File: src/hw/rtl/srsp_pkg.sv
// ----------------------------------------------------------------------------
// Slot ring status pool package
// Shared constants, codes and types of the slot ring status pool.
// ----------------------------------------------------------------------------
package srsp_pkg;

  localparam int unsigned NUM_SLOTS = 16;
  localparam int unsigned SLOT_W    = $clog2(NUM_SLOTS);
  localparam int unsigned CNT_W     = $clog2(NUM_SLOTS + 1);
  localparam int unsigned CFG_W     = 5;
  localparam int unsigned ACT_W     = 3;
  localparam int unsigned IDX_W     = 4;
  localparam int unsigned STATUS_W  = 2;

  typedef enum logic [ACT_W-1:0] {
    ACT_QUERY   = 3'd0,
    ACT_ACQUIRE = 3'd1,
    ACT_CANCEL  = 3'd2,
    ACT_FINISH  = 3'd3,
    ACT_RELEASE = 3'd4,
    ACT_CLEAR   = 3'd5
  } srsp_action_e;

  typedef enum logic [STATUS_W-1:0] {
    STATUS_OPEN = 2'd0,
    STATUS_BUSY = 2'd1,
    STATUS_DONE = 2'd2
  } srsp_status_e;

  typedef enum logic [2:0] {
    ST_IDLE,
    ST_EXEC,
    ST_HEAD,
    ST_TAIL,
    ST_FINAL
  } srsp_state_e;

  // Access request from the sequencer to the status store
  typedef struct packed {
    logic              rd_en;
    logic [SLOT_W-1:0] rd_addr;
    logic              wr_en;
    logic [SLOT_W-1:0] wr_addr;
    srsp_status_e      wr_data;
    logic              clear;
  } srsp_mem_req_t;

endpackage

File: src/hw/rtl/srsp_req_if.sv
// ----------------------------------------------------------------------------
// Slot ring request channel
// Valid/ready channel that carries one request item.
// ----------------------------------------------------------------------------
interface srsp_req_if;
  import srsp_pkg::*;

  logic             valid;
  logic             ready;
  logic [ACT_W-1:0] action;
  logic [IDX_W-1:0] slot_index;

  modport source (output valid, output action, output slot_index, input ready);
  modport sink   (input valid, input action, input slot_index, output ready);
endinterface

File: src/hw/rtl/srsp_rsp_if.sv
// ----------------------------------------------------------------------------
// Slot ring result channel
// Valid/ready channel that carries one result item.
// ----------------------------------------------------------------------------
interface srsp_rsp_if;
  import srsp_pkg::*;

  logic             valid;
  logic             ready;
  logic             accepted;
  logic [IDX_W-1:0] granted_slot;
  logic             open_available;
  logic [IDX_W-1:0] finished_slot;
  logic             finished_available;

  modport source (output valid, output accepted, output granted_slot,
                  output open_available, output finished_slot,
                  output finished_available, input ready);
  modport sink   (input valid, input accepted, input granted_slot,
                  input open_available, input finished_slot,
                  input finished_available, output ready);
endinterface

File: src/hw/rtl/srsp_ram.sv
// ----------------------------------------------------------------------------
// Generic RAM
// One write port and one read port with registered read data.
// ----------------------------------------------------------------------------
module srsp_ram #(
  parameter int unsigned WIDTH = 8,
  parameter int unsigned DEPTH = 16
) (
  input  logic                     clk_i,
  input  logic                     we_i,
  input  logic [$clog2(DEPTH)-1:0] waddr_i,
  input  logic [WIDTH-1:0]         wdata_i,
  input  logic                     re_i,
  input  logic [$clog2(DEPTH)-1:0] raddr_i,
  output logic [WIDTH-1:0]         rdata_o
);

  logic [WIDTH-1:0] mem_q [DEPTH];
  logic [WIDTH-1:0] rdata_q;

  always_ff @(posedge clk_i) begin
    if (we_i) begin
      mem_q[waddr_i] <= wdata_i;
    end
    if (re_i) begin
      rdata_q <= mem_q[raddr_i];
    end
  end

  assign rdata_o = rdata_q;

endmodule

File: src/hw/rtl/srsp_store.sv
// ----------------------------------------------------------------------------
// Slot status store
// Status RAM with a valid bit per slot; a slot never written reads as open.
// ----------------------------------------------------------------------------
module srsp_store
  import srsp_pkg::*;
(
  input  logic          clk_i,
  input  logic          rst_ni,
  input  srsp_mem_req_t req_i,
  output srsp_status_e  rd_status_o
);

  logic [NUM_SLOTS-1:0] valid_q;
  logic                 rd_valid_q;
  logic [STATUS_W-1:0]  rdata;

  srsp_ram #(
    .WIDTH (STATUS_W),
    .DEPTH (NUM_SLOTS)
  ) u_ram (
    .clk_i   (clk_i),
    .we_i    (req_i.wr_en),
    .waddr_i (req_i.wr_addr),
    .wdata_i (req_i.wr_data),
    .re_i    (req_i.rd_en),
    .raddr_i (req_i.rd_addr),
    .rdata_o (rdata)
  );

  always_ff @(posedge clk_i or negedge rst_ni) begin
    if (!rst_ni) begin
      valid_q    <= '0;
      rd_valid_q <= 1'b0;
    end else begin
      if (req_i.clear) begin
        valid_q <= '0;
      end else if (req_i.wr_en) begin
        valid_q[req_i.wr_addr] <= 1'b1;
      end
      if (req_i.rd_en) begin
        rd_valid_q <= valid_q[req_i.rd_addr];
      end
    end
  end

  assign rd_status_o = rd_valid_q ? srsp_status_e'(rdata) : STATUS_OPEN;

endmodule

File: src/hw/rtl/srsp_ctrl.sv
// ----------------------------------------------------------------------------
// Slot ring sequencer
// Holds head, tail and ring size; steps each request through the store.
// ----------------------------------------------------------------------------
module srsp_ctrl
  import srsp_pkg::*;
(
  input  logic                 clk_i,
  input  logic                 rst_ni,
  input  logic                 cfg_we_i,
  input  logic [CFG_W-1:0]     cfg_wdata_i,
  srsp_req_if.sink             req_i,
  srsp_rsp_if.source           rsp_o,
  output srsp_mem_req_t        mem_req_o,
  input  srsp_status_e         rd_status_i
);

  typedef struct packed {
    logic              acc;
    logic [SLOT_W-1:0] grant;
    logic              wr_en;
    logic [SLOT_W-1:0] wr_addr;
    srsp_status_e      wr_data;
    logic              clear;
    logic [SLOT_W-1:0] head;
    logic [SLOT_W-1:0] tail;
  } exec_t;

  srsp_state_e       state_q, state_d;
  logic [CFG_W-1:0]  slots_used_q;
  logic [SLOT_W-1:0] head_q, tail_q;
  logic [CNT_W-1:0]  m_q;
  logic [ACT_W-1:0]  act_q;
  logic [SLOT_W-1:0] idx_q;
  logic              idx_ok_q;
  logic              acc_q;
  logic [SLOT_W-1:0] grant_q;
  logic              open_q;

  logic              out_valid_q;
  logic              out_acc_q;
  logic [IDX_W-1:0]  out_grant_q;
  logic              out_open_q;
  logic [IDX_W-1:0]  out_tail_q;
  logic              out_done_q;

  logic [CNT_W-1:0]  ring_m;
  logic [SLOT_W-1:0] head_norm, tail_norm;
  logic              accept;
  logic              out_load;
  exec_t             exec;

  // Clamp the ring size into 1..NUM_SLOTS
  always_comb begin
    if (slots_used_q == '0) begin
      ring_m = CNT_W'(1);
    end else if (slots_used_q > CFG_W'(NUM_SLOTS)) begin
      ring_m = CNT_W'(NUM_SLOTS);
    end else begin
      ring_m = CNT_W'(slots_used_q);
    end
  end

  assign head_norm = (CNT_W'(head_q) >= ring_m) ? '0 : head_q;
  assign tail_norm = (CNT_W'(tail_q) >= ring_m) ? '0 : tail_q;
  assign accept    = req_i.valid && req_i.ready;
  assign out_load  = (state_q == ST_FINAL) && (!out_valid_q || rsp_o.ready);

  // Decide the request from the target slot status
  always_comb begin
    exec         = '0;
    exec.wr_data = STATUS_OPEN;
    exec.head    = head_q;
    exec.tail    = tail_q;
    case (act_q)
      ACT_QUERY: begin
        exec.acc = 1'b1;
      end
      ACT_ACQUIRE: begin
        if (rd_status_i == STATUS_OPEN) begin
          exec.acc     = 1'b1;
          exec.grant   = head_q;
          exec.wr_en   = 1'b1;
          exec.wr_addr = head_q;
          exec.wr_data = STATUS_BUSY;
          exec.head    = (CNT_W'(head_q) + CNT_W'(1) == m_q) ? '0 : head_q + SLOT_W'(1);
        end
      end
      ACT_CANCEL: begin
        if (idx_ok_q && rd_status_i == STATUS_BUSY) begin
          exec.acc     = 1'b1;
          exec.wr_en   = 1'b1;
          exec.wr_addr = idx_q;
          exec.wr_data = STATUS_OPEN;
          exec.head    = (head_q == '0) ? SLOT_W'(m_q - CNT_W'(1)) : head_q - SLOT_W'(1);
        end
      end
      ACT_FINISH: begin
        if (idx_ok_q && rd_status_i == STATUS_BUSY) begin
          exec.acc     = 1'b1;
          exec.wr_en   = 1'b1;
          exec.wr_addr = idx_q;
          exec.wr_data = STATUS_DONE;
        end
      end
      ACT_RELEASE: begin
        if (idx_ok_q && rd_status_i == STATUS_DONE) begin
          exec.acc     = 1'b1;
          exec.wr_en   = 1'b1;
          exec.wr_addr = idx_q;
          exec.wr_data = STATUS_OPEN;
          exec.tail    = (CNT_W'(tail_q) + CNT_W'(1) == m_q) ? '0 : tail_q + SLOT_W'(1);
        end
      end
      ACT_CLEAR: begin
        exec.acc   = 1'b1;
        exec.clear = 1'b1;
        exec.head  = '0;
        exec.tail  = '0;
      end
      default: begin
      end
    endcase
  end

  // Next state
  always_comb begin
    state_d = state_q;
    case (state_q)
      ST_IDLE:  if (accept) state_d = ST_EXEC;
      ST_EXEC:  state_d = ST_HEAD;
      ST_HEAD:  state_d = ST_TAIL;
      ST_TAIL:  state_d = ST_FINAL;
      ST_FINAL: if (out_load) state_d = ST_IDLE;
      default:  state_d = ST_IDLE;
    endcase
  end

  // Outputs: store accesses and request ready
  always_comb begin
    mem_req_o         = '0;
    mem_req_o.wr_data = STATUS_OPEN;
    req_i.ready       = 1'b0;
    case (state_q)
      ST_IDLE: begin
        req_i.ready       = 1'b1;
        mem_req_o.rd_en   = accept;
        mem_req_o.rd_addr = (req_i.action == ACT_ACQUIRE) ? head_norm
                                                          : SLOT_W'(req_i.slot_index);
      end
      ST_EXEC: begin
        mem_req_o.wr_en   = exec.wr_en;
        mem_req_o.wr_addr = exec.wr_addr;
        mem_req_o.wr_data = exec.wr_data;
        mem_req_o.clear   = exec.clear;
      end
      ST_HEAD: begin
        mem_req_o.rd_en   = 1'b1;
        mem_req_o.rd_addr = head_q;
      end
      ST_TAIL: begin
        mem_req_o.rd_en   = 1'b1;
        mem_req_o.rd_addr = tail_q;
      end
      default: begin
      end
    endcase
  end

  always_ff @(posedge clk_i or negedge rst_ni) begin
    if (!rst_ni) begin
      state_q      <= ST_IDLE;
      slots_used_q <= CFG_W'(NUM_SLOTS);
      head_q       <= '0;
      tail_q       <= '0;
      out_valid_q  <= 1'b0;
    end else begin
      state_q <= state_d;
      if (cfg_we_i) begin
        slots_used_q <= cfg_wdata_i;
      end
      if (state_q == ST_IDLE && accept) begin
        head_q <= head_norm;
        tail_q <= tail_norm;
      end else if (state_q == ST_EXEC) begin
        head_q <= exec.head;
        tail_q <= exec.tail;
      end
      if (out_load) begin
        out_valid_q <= 1'b1;
      end else if (rsp_o.ready) begin
        out_valid_q <= 1'b0;
      end
    end
  end

  // Item payload, no reset needed
  always_ff @(posedge clk_i) begin
    if (state_q == ST_IDLE && accept) begin
      m_q      <= ring_m;
      act_q    <= req_i.action;
      idx_q    <= SLOT_W'(req_i.slot_index);
      idx_ok_q <= CNT_W'(req_i.slot_index) < ring_m;
    end
    if (state_q == ST_EXEC) begin
      acc_q   <= exec.acc;
      grant_q <= exec.grant;
    end
    if (state_q == ST_TAIL) begin
      open_q <= (rd_status_i == STATUS_OPEN);
    end
    if (out_load) begin
      out_acc_q   <= acc_q;
      out_grant_q <= IDX_W'(grant_q);
      out_open_q  <= open_q;
      out_tail_q  <= IDX_W'(tail_q);
      out_done_q  <= (rd_status_i == STATUS_DONE);
    end
  end

  assign rsp_o.valid              = out_valid_q;
  assign rsp_o.accepted           = out_acc_q;
  assign rsp_o.granted_slot       = out_grant_q;
  assign rsp_o.open_available     = out_open_q;
  assign rsp_o.finished_slot      = out_tail_q;
  assign rsp_o.finished_available = out_done_q;

endmodule

File: src/hw/rtl/slot_ring_status_pool_top.sv
// ----------------------------------------------------------------------------
// Slot ring status pool
// Ring of slots (open, in progress, finished) with head and tail pointers.
// ----------------------------------------------------------------------------
// Each request item (query, acquire, cancel, finish, release, clear all)
// yields exactly one result item with the acceptance flag, the granted slot,
// whether the head slot is open and whether the tail slot is finished. Slot
// status lives in a 16-entry RAM with one read and one write port. Between
// accept and a loaded result, a request makes three dependent reads of
// that single read port (target slot, then the new head, then the new tail)
// plus the write-back. The next item is taken in the cycle after the result
// is loaded, so the block takes no new item while one is in flight. The
// result sits in an output register, and a stalled result side holds the
// block only once the next result is ready. Reset and clear all take effect
// at once through per-slot valid bits: no clearing pass. The ring size
// register is to be written only while the block is idle, which the block
// does not enforce; zero acts as one and values above sixteen as sixteen.
// ----------------------------------------------------------------------------
module slot_ring_status_pool_top
  import srsp_pkg::*;
(
  input  logic             clk_i,
  input  logic             rst_ni,
  input  logic             cfg_we_i,
  input  logic [CFG_W-1:0] cfg_wdata_i,
  srsp_req_if.sink         req_i,
  srsp_rsp_if.source       rsp_o
);

  srsp_mem_req_t mem_req;
  srsp_status_e  rd_status;

  // Sequencer: pointers, ring size and result register
  srsp_ctrl u_ctrl (
    .clk_i       (clk_i),
    .rst_ni      (rst_ni),
    .cfg_we_i    (cfg_we_i),
    .cfg_wdata_i (cfg_wdata_i),
    .req_i       (req_i),
    .rsp_o       (rsp_o),
    .mem_req_o   (mem_req),
    .rd_status_i (rd_status)
  );

  // Slot status storage
  srsp_store u_store (
    .clk_i       (clk_i),
    .rst_ni      (rst_ni),
    .req_i       (mem_req),
    .rd_status_o (rd_status)
  );

endmodule

File: src/flat_wrapper.sv
// flat-port wrapper written by rule: the top's interface ports become plain ports
module slot_ring_status_pool_top_flat import srsp_pkg::*;
  (clk_i, rst_ni, cfg_we_i, cfg_wdata_i, req_i_valid, req_i_action, req_i_slot_index, req_i_ready, rsp_o_valid, rsp_o_accepted, rsp_o_granted_slot, rsp_o_open_available, rsp_o_finished_slot, rsp_o_finished_available, rsp_o_ready);
  srsp_req_if req_i_i ();
  srsp_rsp_if rsp_o_i ();
  input  logic clk_i;
  input  logic rst_ni;
  input  logic cfg_we_i;
  input  logic [CFG_W-1:0] cfg_wdata_i;
  input wire logic [$bits(req_i_i.valid)-1:0] req_i_valid;
  input wire logic [$bits(req_i_i.action)-1:0] req_i_action;
  input wire logic [$bits(req_i_i.slot_index)-1:0] req_i_slot_index;
  output wire logic [$bits(req_i_i.ready)-1:0] req_i_ready;
  output wire logic [$bits(rsp_o_i.valid)-1:0] rsp_o_valid;
  output wire logic [$bits(rsp_o_i.accepted)-1:0] rsp_o_accepted;
  output wire logic [$bits(rsp_o_i.granted_slot)-1:0] rsp_o_granted_slot;
  output wire logic [$bits(rsp_o_i.open_available)-1:0] rsp_o_open_available;
  output wire logic [$bits(rsp_o_i.finished_slot)-1:0] rsp_o_finished_slot;
  output wire logic [$bits(rsp_o_i.finished_available)-1:0] rsp_o_finished_available;
  input wire logic [$bits(rsp_o_i.ready)-1:0] rsp_o_ready;
  assign req_i_i.valid = req_i_valid;
  assign req_i_i.action = req_i_action;
  assign req_i_i.slot_index = req_i_slot_index;
  assign req_i_ready = req_i_i.ready;
  assign rsp_o_valid = rsp_o_i.valid;
  assign rsp_o_accepted = rsp_o_i.accepted;
  assign rsp_o_granted_slot = rsp_o_i.granted_slot;
  assign rsp_o_open_available = rsp_o_i.open_available;
  assign rsp_o_finished_slot = rsp_o_i.finished_slot;
  assign rsp_o_finished_available = rsp_o_i.finished_available;
  assign rsp_o_i.ready = rsp_o_ready;
  slot_ring_status_pool_top u_core (.clk_i(clk_i), .rst_ni(rst_ni), .cfg_we_i(cfg_we_i), .cfg_wdata_i(cfg_wdata_i), .req_i(req_i_i), .rsp_o(rsp_o_i));
endmodule
File: config.mk
export PLATFORM = sky130hd
export DESIGN_NAME = slot_ring_status_pool_top_flat
export DESIGN_NICKNAME = d
export VERILOG_FILES = /design/src/hw/rtl/srsp_pkg.sv /design/src/hw/rtl/srsp_req_if.sv /design/src/hw/rtl/srsp_rsp_if.sv /design/src/hw/rtl/srsp_ram.sv /design/src/hw/rtl/srsp_store.sv /design/src/hw/rtl/srsp_ctrl.sv /design/src/hw/rtl/slot_ring_status_pool_top.sv /design/src/flat_wrapper.sv
export SDC_FILE = /design/constraint.sdc
export NUM_CORES = 1
export LEC_CHECK = 0
export ABC_CLOCK_PERIOD_IN_PS = 3200
export BUFFER_PORTS_ARGS = -buffer_cell sky130_fd_sc_hd__buf_2
export CAP_MARGIN = 15
export CORE_MARGIN = 2
export CORE_UTILIZATION = 25
export CTS_CLUSTER_SIZE = 20
export DETAILED_ROUTE_END_ITERATION = 8
export PLACE_DENSITY = 0.4
export SYNTH_ARGS = -nofsm -noshare
export SYNTH_HDL_FRONTEND = slang
export SYNTH_SLANG_ARGS = --single-unit
File: constraint.sdc
create_clock -name clk_i -period 3.2 [get_ports clk_i]
set_input_delay 0.8 -clock clk_i [delete_from_list [all_inputs] [get_ports clk_i]]
set_output_delay 0.8 -clock clk_i [all_outputs]
set_load 0.005 [all_outputs]
**Yosys cells after proc, flatten, opt, wreduce, memory -nomap -nowiden**

Memory sizes are Yosys's and may differ from the RTL's. A register that Yosys moved wholly into a read port is not among the register bits.
Cells that the tools add are included.

- Add/subtract/negate cells: 6
- Reductions and logical operators: 24
- Order comparisons: 7
- Multiplexer cells: 43
- Multipliers: 0
- Shift-type cells: 0
- Eq/ne operators: 20
- Divide/modulo/power cells: 0
- Bitwise logic cells: 1

Operators by type and width:

| kind | count |
|---|---|
| $mux W4 | 13 |
| $mux W16 | 2 |
| $pmux W7 S4 | 1 |
| $mux W7 | 3 |
| $or A16 B16 Y16 | 1 |
| $pmux W3 S5 | 1 |
| $pmux W5 S3 | 1 |
| $eq A3 B2 Y1 const B | 4 |
| $mux W12 | 1 |
| $pmux W4 S3 | 1 |
| $add A4 B1 Y5 const B | 2 |
| $eq A5 B5 Y1 | 2 |
| $ge A4 B5 Y1 | 2 |
| $lt A4 B5 Y1 const B | 2 |
| $mux W1 | 10 |
| $mux W5 | 2 |
| $eq A3 B1 Y1 const B | 3 |
| $eq A3 B3 Y1 const B | 3 |
| $ne A3 B3 Y1 const B | 3 |
| $add A4 B1 Y4 const B | 2 |
| $mux W8 | 1 |
| $pmux W4 S2 | 1 |
| $reduce_and A4 Y1 | 2 |
| $sub A4 B1 Y4 const B | 2 |
| other kinds (23) | 36 |

- Output and inout bits: 13
- Word-level logic and storage cells: 121
- Input port bits: 17
- Bits in writable memories: 32
- Memories: 1
- Memory bits (read-only): 0
- Register bits after elaboration: 64
- Latch bits: 0

Memory list:

| memory | depth | width | read ports | clocked after Yosys merged registers in | wr ports | line | source |
|---|---|---|---|---|---|---|---|
| u_core.u_store.u_ram.mem_q | 16 | 2 | 1 | 1 | 1 | srsp_ram.sv:18 | `logic [WIDTH-1:0] mem_q [DEPTH];` |

**Depth between registers and ports, before layout**

Gate-level depths: netlist (run 1).

- Depth after elaboration: 13
- Gate-level depth with buffers: 14
- Depth with buffers taken out: 12

**Hierarchy**

From an unflattened synthesis (run 1), not the netlist that was laid out.

- Cell total of the unflattened synthesis: 388
- Area, all modules: 4810.9 sq um

By module, submodules not included:

| module | area an instance (sq um) | instances | cells each |
|---|---|---|---|
| srsp_ctrl | 2623.8 | 1 | 241 |
| srsp_ram | 1400.1 | 1 | 78 |
| srsp_store | 787.0 | 1 | 69 |

**Worst setup path after synthesis (run 1)**

OpenSTA, ideal clock, no wires.

- Path kind: register -> register
- From: register u_core.u_ctrl.slots_used_q[4]
- To: register u_core.u_store.rd_valid_q
- Stages on the path, launching flop included: 13
- Clock period less this slack: 3.303 ns
- Required time: 3.062 ns
- Data arrival time: 3.165 ns
- Setup slack: -0.103 ns
- Cell sequence: dfstp_2 clkbuf_1 nor2_1 ha_1 nand2b_1 a2111oi_1 o211a_1 a221o_1 buf_2 mux4_2 mux2_2 nand3b_1 o2111ai_1

- Longest elaborated chain between the ends: 9

RTL lines:

| item | line | source |
|---|---|---|
| start, declared | srsp_ctrl.sv:30 | `logic [CFG_W-1:0] slots_used_q;` |
| start signal, assigned | srsp_ctrl.sv:173 | `slots_used_q <= CFG_W'(NUM_SLOTS);` |
| start signal, assigned | srsp_ctrl.sv:180 | `slots_used_q <= cfg_wdata_i;` |
| $gt A5 B5 Y1 | srsp_ctrl.sv:57 | `end else if (slots_used_q > CFG_W'(NUM_SLOTS)) begin` |
| $mux W5 | srsp_ctrl.sv:57 |  |
| $mux W5 (*) | srsp_ctrl.sv:55 | `if (slots_used_q == '0) begin` |
| named net u_core.u_ctrl.ring_m[0] | srsp_ctrl.sv:47 | `logic [CNT_W-1:0] ring_m;` |
| $ge A4 B5 Y1 (*) | srsp_ctrl.sv:64 | `assign head_norm = (CNT_W'(head_q) >= ring_m) ? '0 : head_q;` |
| $mux W4 (*) | srsp_ctrl.sv:64 |  |
| $mux W4 (*) | srsp_ctrl.sv:148 | `mem_req_o.rd_addr = (req_i.action == ACT_ACQUIRE) ? head_norm` |
| $pmux W5 S3 (*) | srsp_ctrl.sv:144 | `case (state_q)` |
| $bmux W1 S4 (*) | srsp_store.sv:42 | `rd_valid_q <= valid_q[req_i.rd_addr];` |
| $mux W1 (not written as such) (*) | srsp_store.sv:42 |  |
| end signal, assigned | srsp_store.sv:42 |  |
| end, declared | srsp_store.sv:15 | `logic rd_valid_q;` |

Mark *: on every way through the listed nets, which the timed path passes. The rest lies on a longest branch. The select of a mux whose other input is x is not followed.
A chain may end at the register's enable or synchronous reset.

**Worst setup path in the final report (run 1)**

- From: register u_core.u_ctrl.slots_used_q[3]
- To: register u_core.u_store.rd_valid_q

Same word-level chain as after synthesis.

==> flow_metrics.py, run 1 <==
metrics = {
    "floorplan": {
        "chipWidth_um": 144,
        "fp.coreArea_um2": 19300,
        "initial_core_util_pct": 25.3,
        "rows": 51,
        "die_height_um": 144,
        "floorplan.die_area_um2": 20700,
        "i_o_pins": 30,
    },
    "power_and_ir_drop": {
        "static-leakage-power_nw": 2.29,
        "vdd.ir_drop.worst_v": 0.000271,
        "p_per_area_nw_per_um2": 769,
        "total_power_mw": 4.53,
    },
    "global_route": {
        "globalRouteOverflowTotal": 0,
        "antenna_violations_before_repair": 0,
        "track_usage_pct": 12.4,
        "wire_length_of_the_first_global_routing_pass_mm": 18.8,
        "grt_max_degree": 35,
        "number_of_global_route_vias_before_repair": 3252,
    },
    "clocking": {
        "cts_made_buffers": 9,
        "number_of_buffers_inserted_for_hold_repair_after_clock_tree_synthesis": 0,
        "master_cell_of_the_clock_root_buffer": "sky130_fd_sc_hd__clkbuf_16",
        "clockBufferDepth": 2,
        "clk_pin_slew_ns": 0.07,
        "tritoncts": "built",
        "clock_tree.htree_level_count": 3,
        "insertion_delay_ns": 0.35,
        "numClockSinks": 98,
    },
    "yosys": {
        "yosysTopAreaCellShare_pct": 39.4,
        "netlist-cell-type-count": 56,
        "dominant_combinational_cell_family_by_area_after_synthesis": "simple AND/OR/NAND/NOR gates",
        "yosys.area_share.adder_pct": 3.84,
        "largest_cells_by_area_after_synthesis": "sky130_fd_sc_hd__edfxtp_1, sky130_fd_sc_hd__dfrtp_1, sky130_fd_sc_hd__mux2i_1",
        "ys_seq_area_share_pct": 56.8,
        "synth_xor_xnor_area_share_pct": 1.79,
        "synth_edf_count": 64,
        "syn_inst": 399,
        "syn-mean-instance-area_um2": 12.2,
        "ys_async_sr_fraction_pct": 34.7,
        "synth_top_cell_by_area": "sky130_fd_sc_hd__edfxtp_1",
        "syn-cell-area_um2": 4880,
        "synth-simple-area-share_pct": 13.2,
        "synth_mux_area_share_pct": 11.2,
        "synth-main-ff-cell": "sky130_fd_sc_hd__edfxtp_1",
        "synth_nets": 431,
        "synth.ff_latch_count": 98,
        "complex_gate_fraction_of_the_synthesized_area_pct": 10.3,
        "yosysWarnings": 0,
    },
    "job": {
        "max_capacitance_violation_count": 0,
    },
    "timing": {
        "grt_setup_unrepaired": "yes",
        "finalSetupViolations": 0,
        "post-route-min-period_ns": 3.06,
        "timing_hold_violations_final": 0,
        "slew_violations": 0,
        "timing.max_slew.rel_slack_pct": 41.6,
        "max_freq_mhz": 327,
        "worst_pin_slew_ns": 0.876,
        "clock_skew_after_layout_ns": 0.0116,
        "tcrit_tclk_final_pct": 95.6,
    },
    "placed_design": {
        "io_buffer_count": 29,
        "dp_cells": 701,
        "placed_cell_area_um2": 5480,
        "hpwl_mm": 8.91,
        "gpl.final_weighted_congestion": 0.780,
    },
    "critical_path": {
        "critical_path_class": "flip-flop to flip-flop",
        "worstSetupStartpointType": "flip-flop",
        "setup.worst_path.end_class": "flip-flop",
        "regToRegSetupSlack_ns": 0.14,
        "timing.critical_path.required_ns": 3.42,
        "worstPathArrival_ns": 3.28,
        "critPathMaxFanout": 3,
    },
    "cells_and_area": {
        "antenna-diode-count": 0,
        "layout.cells.most_common_list": "sky130_fd_sc_hd__edfxtp_1, sky130_fd_sc_hd__nor2_1, sky130_fd_sc_hd__mux2i_1, sky130_fd_sc_hd__dfrtp_1, sky130_fd_sc_hd__buf_2",
        "finalInstanceArea_um2": 5890,
        "mostFrequentLayoutCell": "sky130_fd_sc_hd__edfxtp_1",
        "drive_gt1_share_pct": 22.8,
        "synth_to_final_area_change_pct": 20.6,
        "final_cell_count_no_fill": 722,
        "final_nets": 484,
    },
    "route": {
        "drcViolationCount": 0,
        "route.detailed.wl_per_inst_um": 16.5,
        "ant_nets": 0,
        "drt_first_iter_violations": 181,
        "drt_wl_total_mm": 11.9,
        "via_count": 3273,
        "via_to_cell_ratio": 4.53,
        "drt_pass_1_iters": 4,
    },
    "status": {
        "outcome": "completed",
    },
    "worst_hold_path": {
        "worstHoldPathType": "flip-flop to flip-flop",
    },
}
## critical path, cell delays in order, from the launching register on
cell and delay [ns]:
sky130_fd_sc_hd__dfrtp_1 0.38, sky130_fd_sc_hd__nor3_2 0.17, sky130_fd_sc_hd__nor2_1 0.07, sky130_fd_sc_hd__nor2_2 0.11
sky130_fd_sc_hd__ha_1 0.24, sky130_fd_sc_hd__nand2b_4 0.15, sky130_fd_sc_hd__a2111oi_4 0.35, sky130_fd_sc_hd__o211a_1 0.25
sky130_fd_sc_hd__a221o_2 0.24, sky130_fd_sc_hd__mux4_2 0.52, sky130_fd_sc_hd__mux2_4 0.28, sky130_fd_sc_hd__nand3b_1 0.07
sky130_fd_sc_hd__o2111ai_1 0.09
## final timing paths
path / start / depth (start not counted) / endpoint
worst max-delay path: u_core.u_ctrl.slots_used_q[3] / 12 / u_core.u_store.rd_valid_q
worst min-delay path: u_core.u_ctrl.open_q / 0 / u_core.u_ctrl.rsp_o.open_available
worst max register to register: u_core.u_ctrl.slots_used_q[3] / 12 / u_core.u_store.rd_valid_q
worst min register to register: u_core.u_ctrl.open_q / 0 / u_core.u_ctrl.rsp_o.open_available
max in group asynchronous: rst_ni / 1 / u_core.u_store.valid_q[12]
min in group asynchronous: rst_ni / 1 / u_core.u_ctrl.slots_used_q[2]
## per-stage QoR
stage                     utilization [%]  TNS, ns  setup slack [ns]  hold WS [ns]
after floorplan                         -        0            0.0402         0.400
after global routing                 30.5   -0.138           -0.0789         0.439
after CTS                            29.9        0            0.0151         0.422
after global placement               28.3  -0.0454           -0.0272         0.412
final                                30.5        0             0.140         0.418
after detailed placement             28.3  -0.0692           -0.0692         0.409
## where the power goes
part	leakage, nW	total, mW	internal [mW]	switching (mW)
registers	1.08	1.77	1.58	0.192
clock network	0.128	1.02	0.551	0.468
logic	1.09	1.74	0.828	0.910
## cell type report
| type | instances | area [um^2] |
|---|---|---|
| fill | 1982 | 13400 |
| sequential | 98 | 2770 |
| multi-input combinational | 269 | 2030 |
| timing repair buffer | 58 | 404 |
| tap | 265 | 332 |
| clock buffer | 11 | 243 |
| inverter | 16 | 63.8 |
| clock inverter | 5 | 40.0 |
## Yosys cell counts (4+ instances only)
cell	n
sky130_fd_sc_hd__edfxtp_1	64
sky130_fd_sc_hd__ha_1	15
sky130_fd_sc_hd__nor2_1	36
sky130_fd_sc_hd__mux2_2	8
sky130_fd_sc_hd__nand2_1	16
sky130_fd_sc_hd__xnor2_1	6
sky130_fd_sc_hd__dfrtp_1	33
sky130_fd_sc_hd__nand2b_1	10
sky130_fd_sc_hd__o21ai_0	15
sky130_fd_sc_hd__buf_2	5
sky130_fd_sc_hd__clkbuf_1	8
sky130_fd_sc_hd__nand3_1	13
sky130_fd_sc_hd__and2_1	6
sky130_fd_sc_hd__mux2i_1	39
sky130_fd_sc_hd__xor2_1	4
sky130_fd_sc_hd__a21oi_1	13
sky130_fd_sc_hd__or3_1	5
sky130_fd_sc_hd__inv_1	15
sky130_fd_sc_hd__nor3_1	5
sky130_fd_sc_hd__a21o_1	4
sky130_fd_sc_hd__o21a_1	17
sky130_fd_sc_hd__nor2b_1	6
## registers in the layout (all words and copies together), names as in the netlist, 2 cells and up
| register | cells |
|---|---|
| u_core.u_ctrl.rsp_o.granted_slot | 4 |
| u_core.u_ctrl.head_q | 4 |
| u_core.u_ctrl.m_q | 5 |
| u_core.u_store.u_ram.rdata_o | 2 |
| u_core.u_ctrl.state_q | 3 |
| u_core.u_ctrl.act_q | 3 |
| u_core.u_store.u_ram.mem_q | 32 |
| u_core.u_ctrl.grant_q | 4 |
| u_core.u_ctrl.idx_q | 4 |
| u_core.u_ctrl.slots_used_q | 5 |
| u_core.u_ctrl.rsp_o.finished_slot | 4 |
| u_core.u_store.valid_q | 16 |
| u_core.u_ctrl.tail_q | 4 |
## cells by family (layout without fill, tap and decap cells)
family,Yosys count,after routing
and+or+nand+nor,120,120
DFF,98,98
AOI/OAI and AO/OA,74,74
muxes,50,50
buffers and inverters,32,90
adders and majority gates,15,15
xor gates and xnor gates,10,10
## metal layers
metal	global-route usage, %	wire length, um	vias to the layer above
met1	17.5	6000	1594
met4	5.42	248	0
met2	18.1	5180	71
met5	0	0	-
li1	-	-	1594
met3	2.70	468	14
## timing repair
action | in CTS | in global routing
setup endpoints to repair | 2 | 3
buffers inserted | 1 | 4
resized for setup | 2 | 14
pin swaps | 4 | 10
cloned | 0 | 1
Power figures use the tool's default switching activity.
==> inputs of run 2 (changes only) <==
--- a/config.mk
+++ b/config.mk
@@ -5,14 +5,15 @@
 export SDC_FILE = /design/constraint.sdc
 export NUM_CORES = 1
 export LEC_CHECK = 0
-export ABC_CLOCK_PERIOD_IN_PS = 3200
 export BUFFER_PORTS_ARGS = -buffer_cell sky130_fd_sc_hd__buf_2
 export CAP_MARGIN = 15
+export CELL_PAD_IN_SITES_DETAIL_PLACEMENT = 0
+export CELL_PAD_IN_SITES_GLOBAL_PLACEMENT = 1
 export CORE_MARGIN = 2
 export CORE_UTILIZATION = 25
 export CTS_CLUSTER_SIZE = 20
 export DETAILED_ROUTE_END_ITERATION = 8
-export PLACE_DENSITY = 0.4
+export PLACE_DENSITY_LB_ADDON = 0.12
 export SYNTH_ARGS = -nofsm -noshare
 export SYNTH_HDL_FRONTEND = slang
 export SYNTH_SLANG_ARGS = --single-unit
==> flow_metrics.py, run 2 (synthesis results as in run 1) <==
metrics = {
    "route": {
        "drt_pass_1_iters": 4,
        "drt_first_iter_violations": 201,
        "via_to_cell_ratio": 4.54,
        "route.detailed.wl_per_inst_um": 17.2,
        "ant_nets": 0,
        "via_count": 3271,
        "drt_wl_total_mm": 12.4,
        "drcViolationCount": 0,
    },
    "timing": {
        "timing.max_slew.rel_slack_pct": 42.3,
        "finalSetupViolations": 0,
        "final.setup.tns_ns": 0,
        "tcrit_tclk_final_pct": 94.9,
        "worst_pin_slew_ns": 0.865,
        "grt_setup_unrepaired": "yes",
        "post-route-min-period_ns": 3.04,
        "timing_hold_violations_final": 0,
        "max_freq_mhz": 329,
        "worst_slack_ns": 0.164,
        "clock_skew_after_layout_ns": 0.00789,
        "slew_violations": 0,
    },
    "worst_hold_path": {
        "worstHoldPathType": "flip-flop to flip-flop",
    },
    "critical_path": {
        "worstSetupStartpointType": "flip-flop",
        "critical_path_class": "flip-flop to flip-flop",
        "setup.worst_path.end_class": "flip-flop",
        "critPathMaxFanout": 4,
        "worstPathArrival_ns": 3.26,
        "timing.critical_path.slowest_stage_cell": "sky130_fd_sc_hd__mux4_2",
        "timing.critical_path.slowest_cell_delay_ns": 0.51,
        "timing.critical_path.required_ns": 3.42,
        "crit_chain": "nor3_1 > nor2_1 > nor2_2 > ha_1 > nand2b_4 > a2111oi_4 > o211a_1 > a221o_2 > mux4_2 > mux2_4 > nand3b_1 > o2111ai_1",
    },
    "clocking": {
        "clockBufferDepth": 2,
        "clk_pin_slew_ns": 0.07,
        "insertion_delay_ns": 0.35,
        "clock_tree.htree_level_count": 3,
        "number_of_buffers_inserted_for_hold_repair_after_clock_tree_synthesis": 0,
        "master_cell_of_the_clock_root_buffer": "sky130_fd_sc_hd__clkbuf_16",
        "numClockSinks": 98,
        "cts_made_buffers": 9,
        "tritoncts": "built",
    },
    "global_route": {
        "wire_length_of_the_first_global_routing_pass_mm": 19.2,
        "antenna_violations_before_repair": 0,
        "globalRouteOverflowTotal": 0,
        "grt.busiest_layer": "met1",
        "track_usage_pct": 12.6,
        "use_met1_pct": 18.5,
        "grt_max_degree": 35,
        "number_of_global_route_vias_before_repair": 3267,
        "globalRouteMet3Util_pct": 2.17,
        "grt_use_met2_pct": 18.4,
    },
    "floorplan": {
        "chipWidth_um": 144,
        "die_height_um": 144,
        "fp.coreArea_um2": 19300,
        "floorplan.die_area_um2": 20700,
        "rows": 51,
        "i_o_pins": 30,
        "initial_core_util_pct": 25.3,
    },
    "cells_and_area": {
        "drive_gt1_share_pct": 20.9,
        "layout.cells.most_common_list": "sky130_fd_sc_hd__edfxtp_1, sky130_fd_sc_hd__mux2i_1, sky130_fd_sc_hd__nor2_1, sky130_fd_sc_hd__dfrtp_1, sky130_fd_sc_hd__buf_2",
        "final_cell_count_no_fill": 720,
        "regMostFlops": "u_core.u_store.u_ram.mem_q",
        "final_nets": 482,
        "largest_reg_flops": 32,
        "mostFrequentLayoutCell": "sky130_fd_sc_hd__edfxtp_1",
        "antenna-diode-count": 0,
        "biggestRegsByFlops": "u_core.u_store.u_ram.mem_q (32), u_core.u_store.valid_q (16)",
        "synth_to_final_area_change_pct": 19.9,
    },
    "placed_design": {
        "gpl.final_weighted_congestion": 0.754,
        "dp_slack_ns": -0.0488,
        "dp_cells": 701,
        "io_buffer_count": 29,
        "hpwl_mm": 9.37,
    },
    "status": {
        "outcome": "completed",
    },
    "power_and_ir_drop": {
        "total_power_mw": 4.61,
        "p_per_area_nw_per_um2": 788,
        "vdd.ir_drop.worst_v": 0.000271,
        "static-leakage-power_nw": 2.30,
    },
    "job": {
        "max_capacitance_violation_count": 0,
    },
}
==> run 2: changes by cell type in the layout (fill, tap and decap cells not counted), moves of 2 or more <==
cell / change
sky130_fd_sc_hd__clkinvlp_4: -4
sky130_fd_sc_hd__mux2i_1: +3
sky130_fd_sc_hd__clkinv_4: -2
sky130_fd_sc_hd__mux2i_2: -2
==> run 2: repair_timing <==
action | CTS | global route
setup buffers | 2 | 0
pin swaps | 4 | 1
resized for setup | 0 | 7
endpoints found under the setup margin | 3 | 3
hold endpoints to repair | 0 | 0
cloned | 0 | 1
==> run 2: per-layer routing <==
| layer | vias to the layer above | wire length (um) | part of all wire, % |
|---|---|---|---|
| li1 | 1584 | - | - |
| met3 | 11 | 478 | 3.9 |
| met2 | 62 | 5220 | 42 |
| met1 | 1614 | 6470 | 52 |
| met4 | 0 | 210 | 1.7 |
| met5 | - | 0 | 0 |
==> run 2: worst max-delay path, delay by kind of cell (launching register included) <==
kind | cells | cell delay, ns
compound gates | 4 | 0.89
flops | 1 | 0.39
simple gates | 5 | 0.59
fa+ha+maj | 1 | 0.24
mux | 2 | 0.79
==> run 2: through the flow <==
| stage | instance area, um^2 | utilization (%) | hold WS (ns) |
|---|---|---|---|
| after detailed placement | 5480 | 28.3 | 0.413 |
| after floorplan | 4890 | - | 0.400 |
| after global routing | 5850 | 30.3 | 0.433 |
| after global placement | 5480 | 28.3 | 0.409 |
| after CTS | 5810 | 30.1 | 0.428 |
| final | 5850 | 30.3 | 0.423 |
==> run 2: area by class of cell <==
cell class,count,area [um^2]
fillers,1967,13500
flip-flops and latches,98,2770
multi-input cells,269,2010
repair buffers,56,362
well taps,265,332
clock buffers,13,272
inverters,16,60.1
clock inverters,3,46.3
==> run 2: power breakdown <==
part	switching (mW)	total (mW)	internal, mW
Clock	0.472	1.15	0.680
Combinational	0.903	1.68	0.779
Sequential	0.194	1.78	1.58
Total	1.57	4.61	3.04
==> run 2: final timing paths <==
kind | startpoint | cells after the start | slack [ns] | to
max | u_core.u_ctrl.slots_used_q[2] | 12 | 0.16 | u_core.u_store.rd_valid_q
min | u_core.u_ctrl.grant_q[0] | 0 | 0.42 | u_core.u_ctrl.rsp_o.granted_slot[0]
max reg2reg | u_core.u_ctrl.slots_used_q[2] | 12 | 0.16 | u_core.u_store.rd_valid_q
min reg2reg | u_core.u_ctrl.grant_q[0] | 0 | 0.42 | u_core.u_ctrl.rsp_o.granted_slot[0]
max in group asynchronous | rst_ni | 1 | 2.10 | u_core.u_store.valid_q[11]
min in group asynchronous | rst_ni | 1 | 0.55 | u_core.u_ctrl.slots_used_q[0]
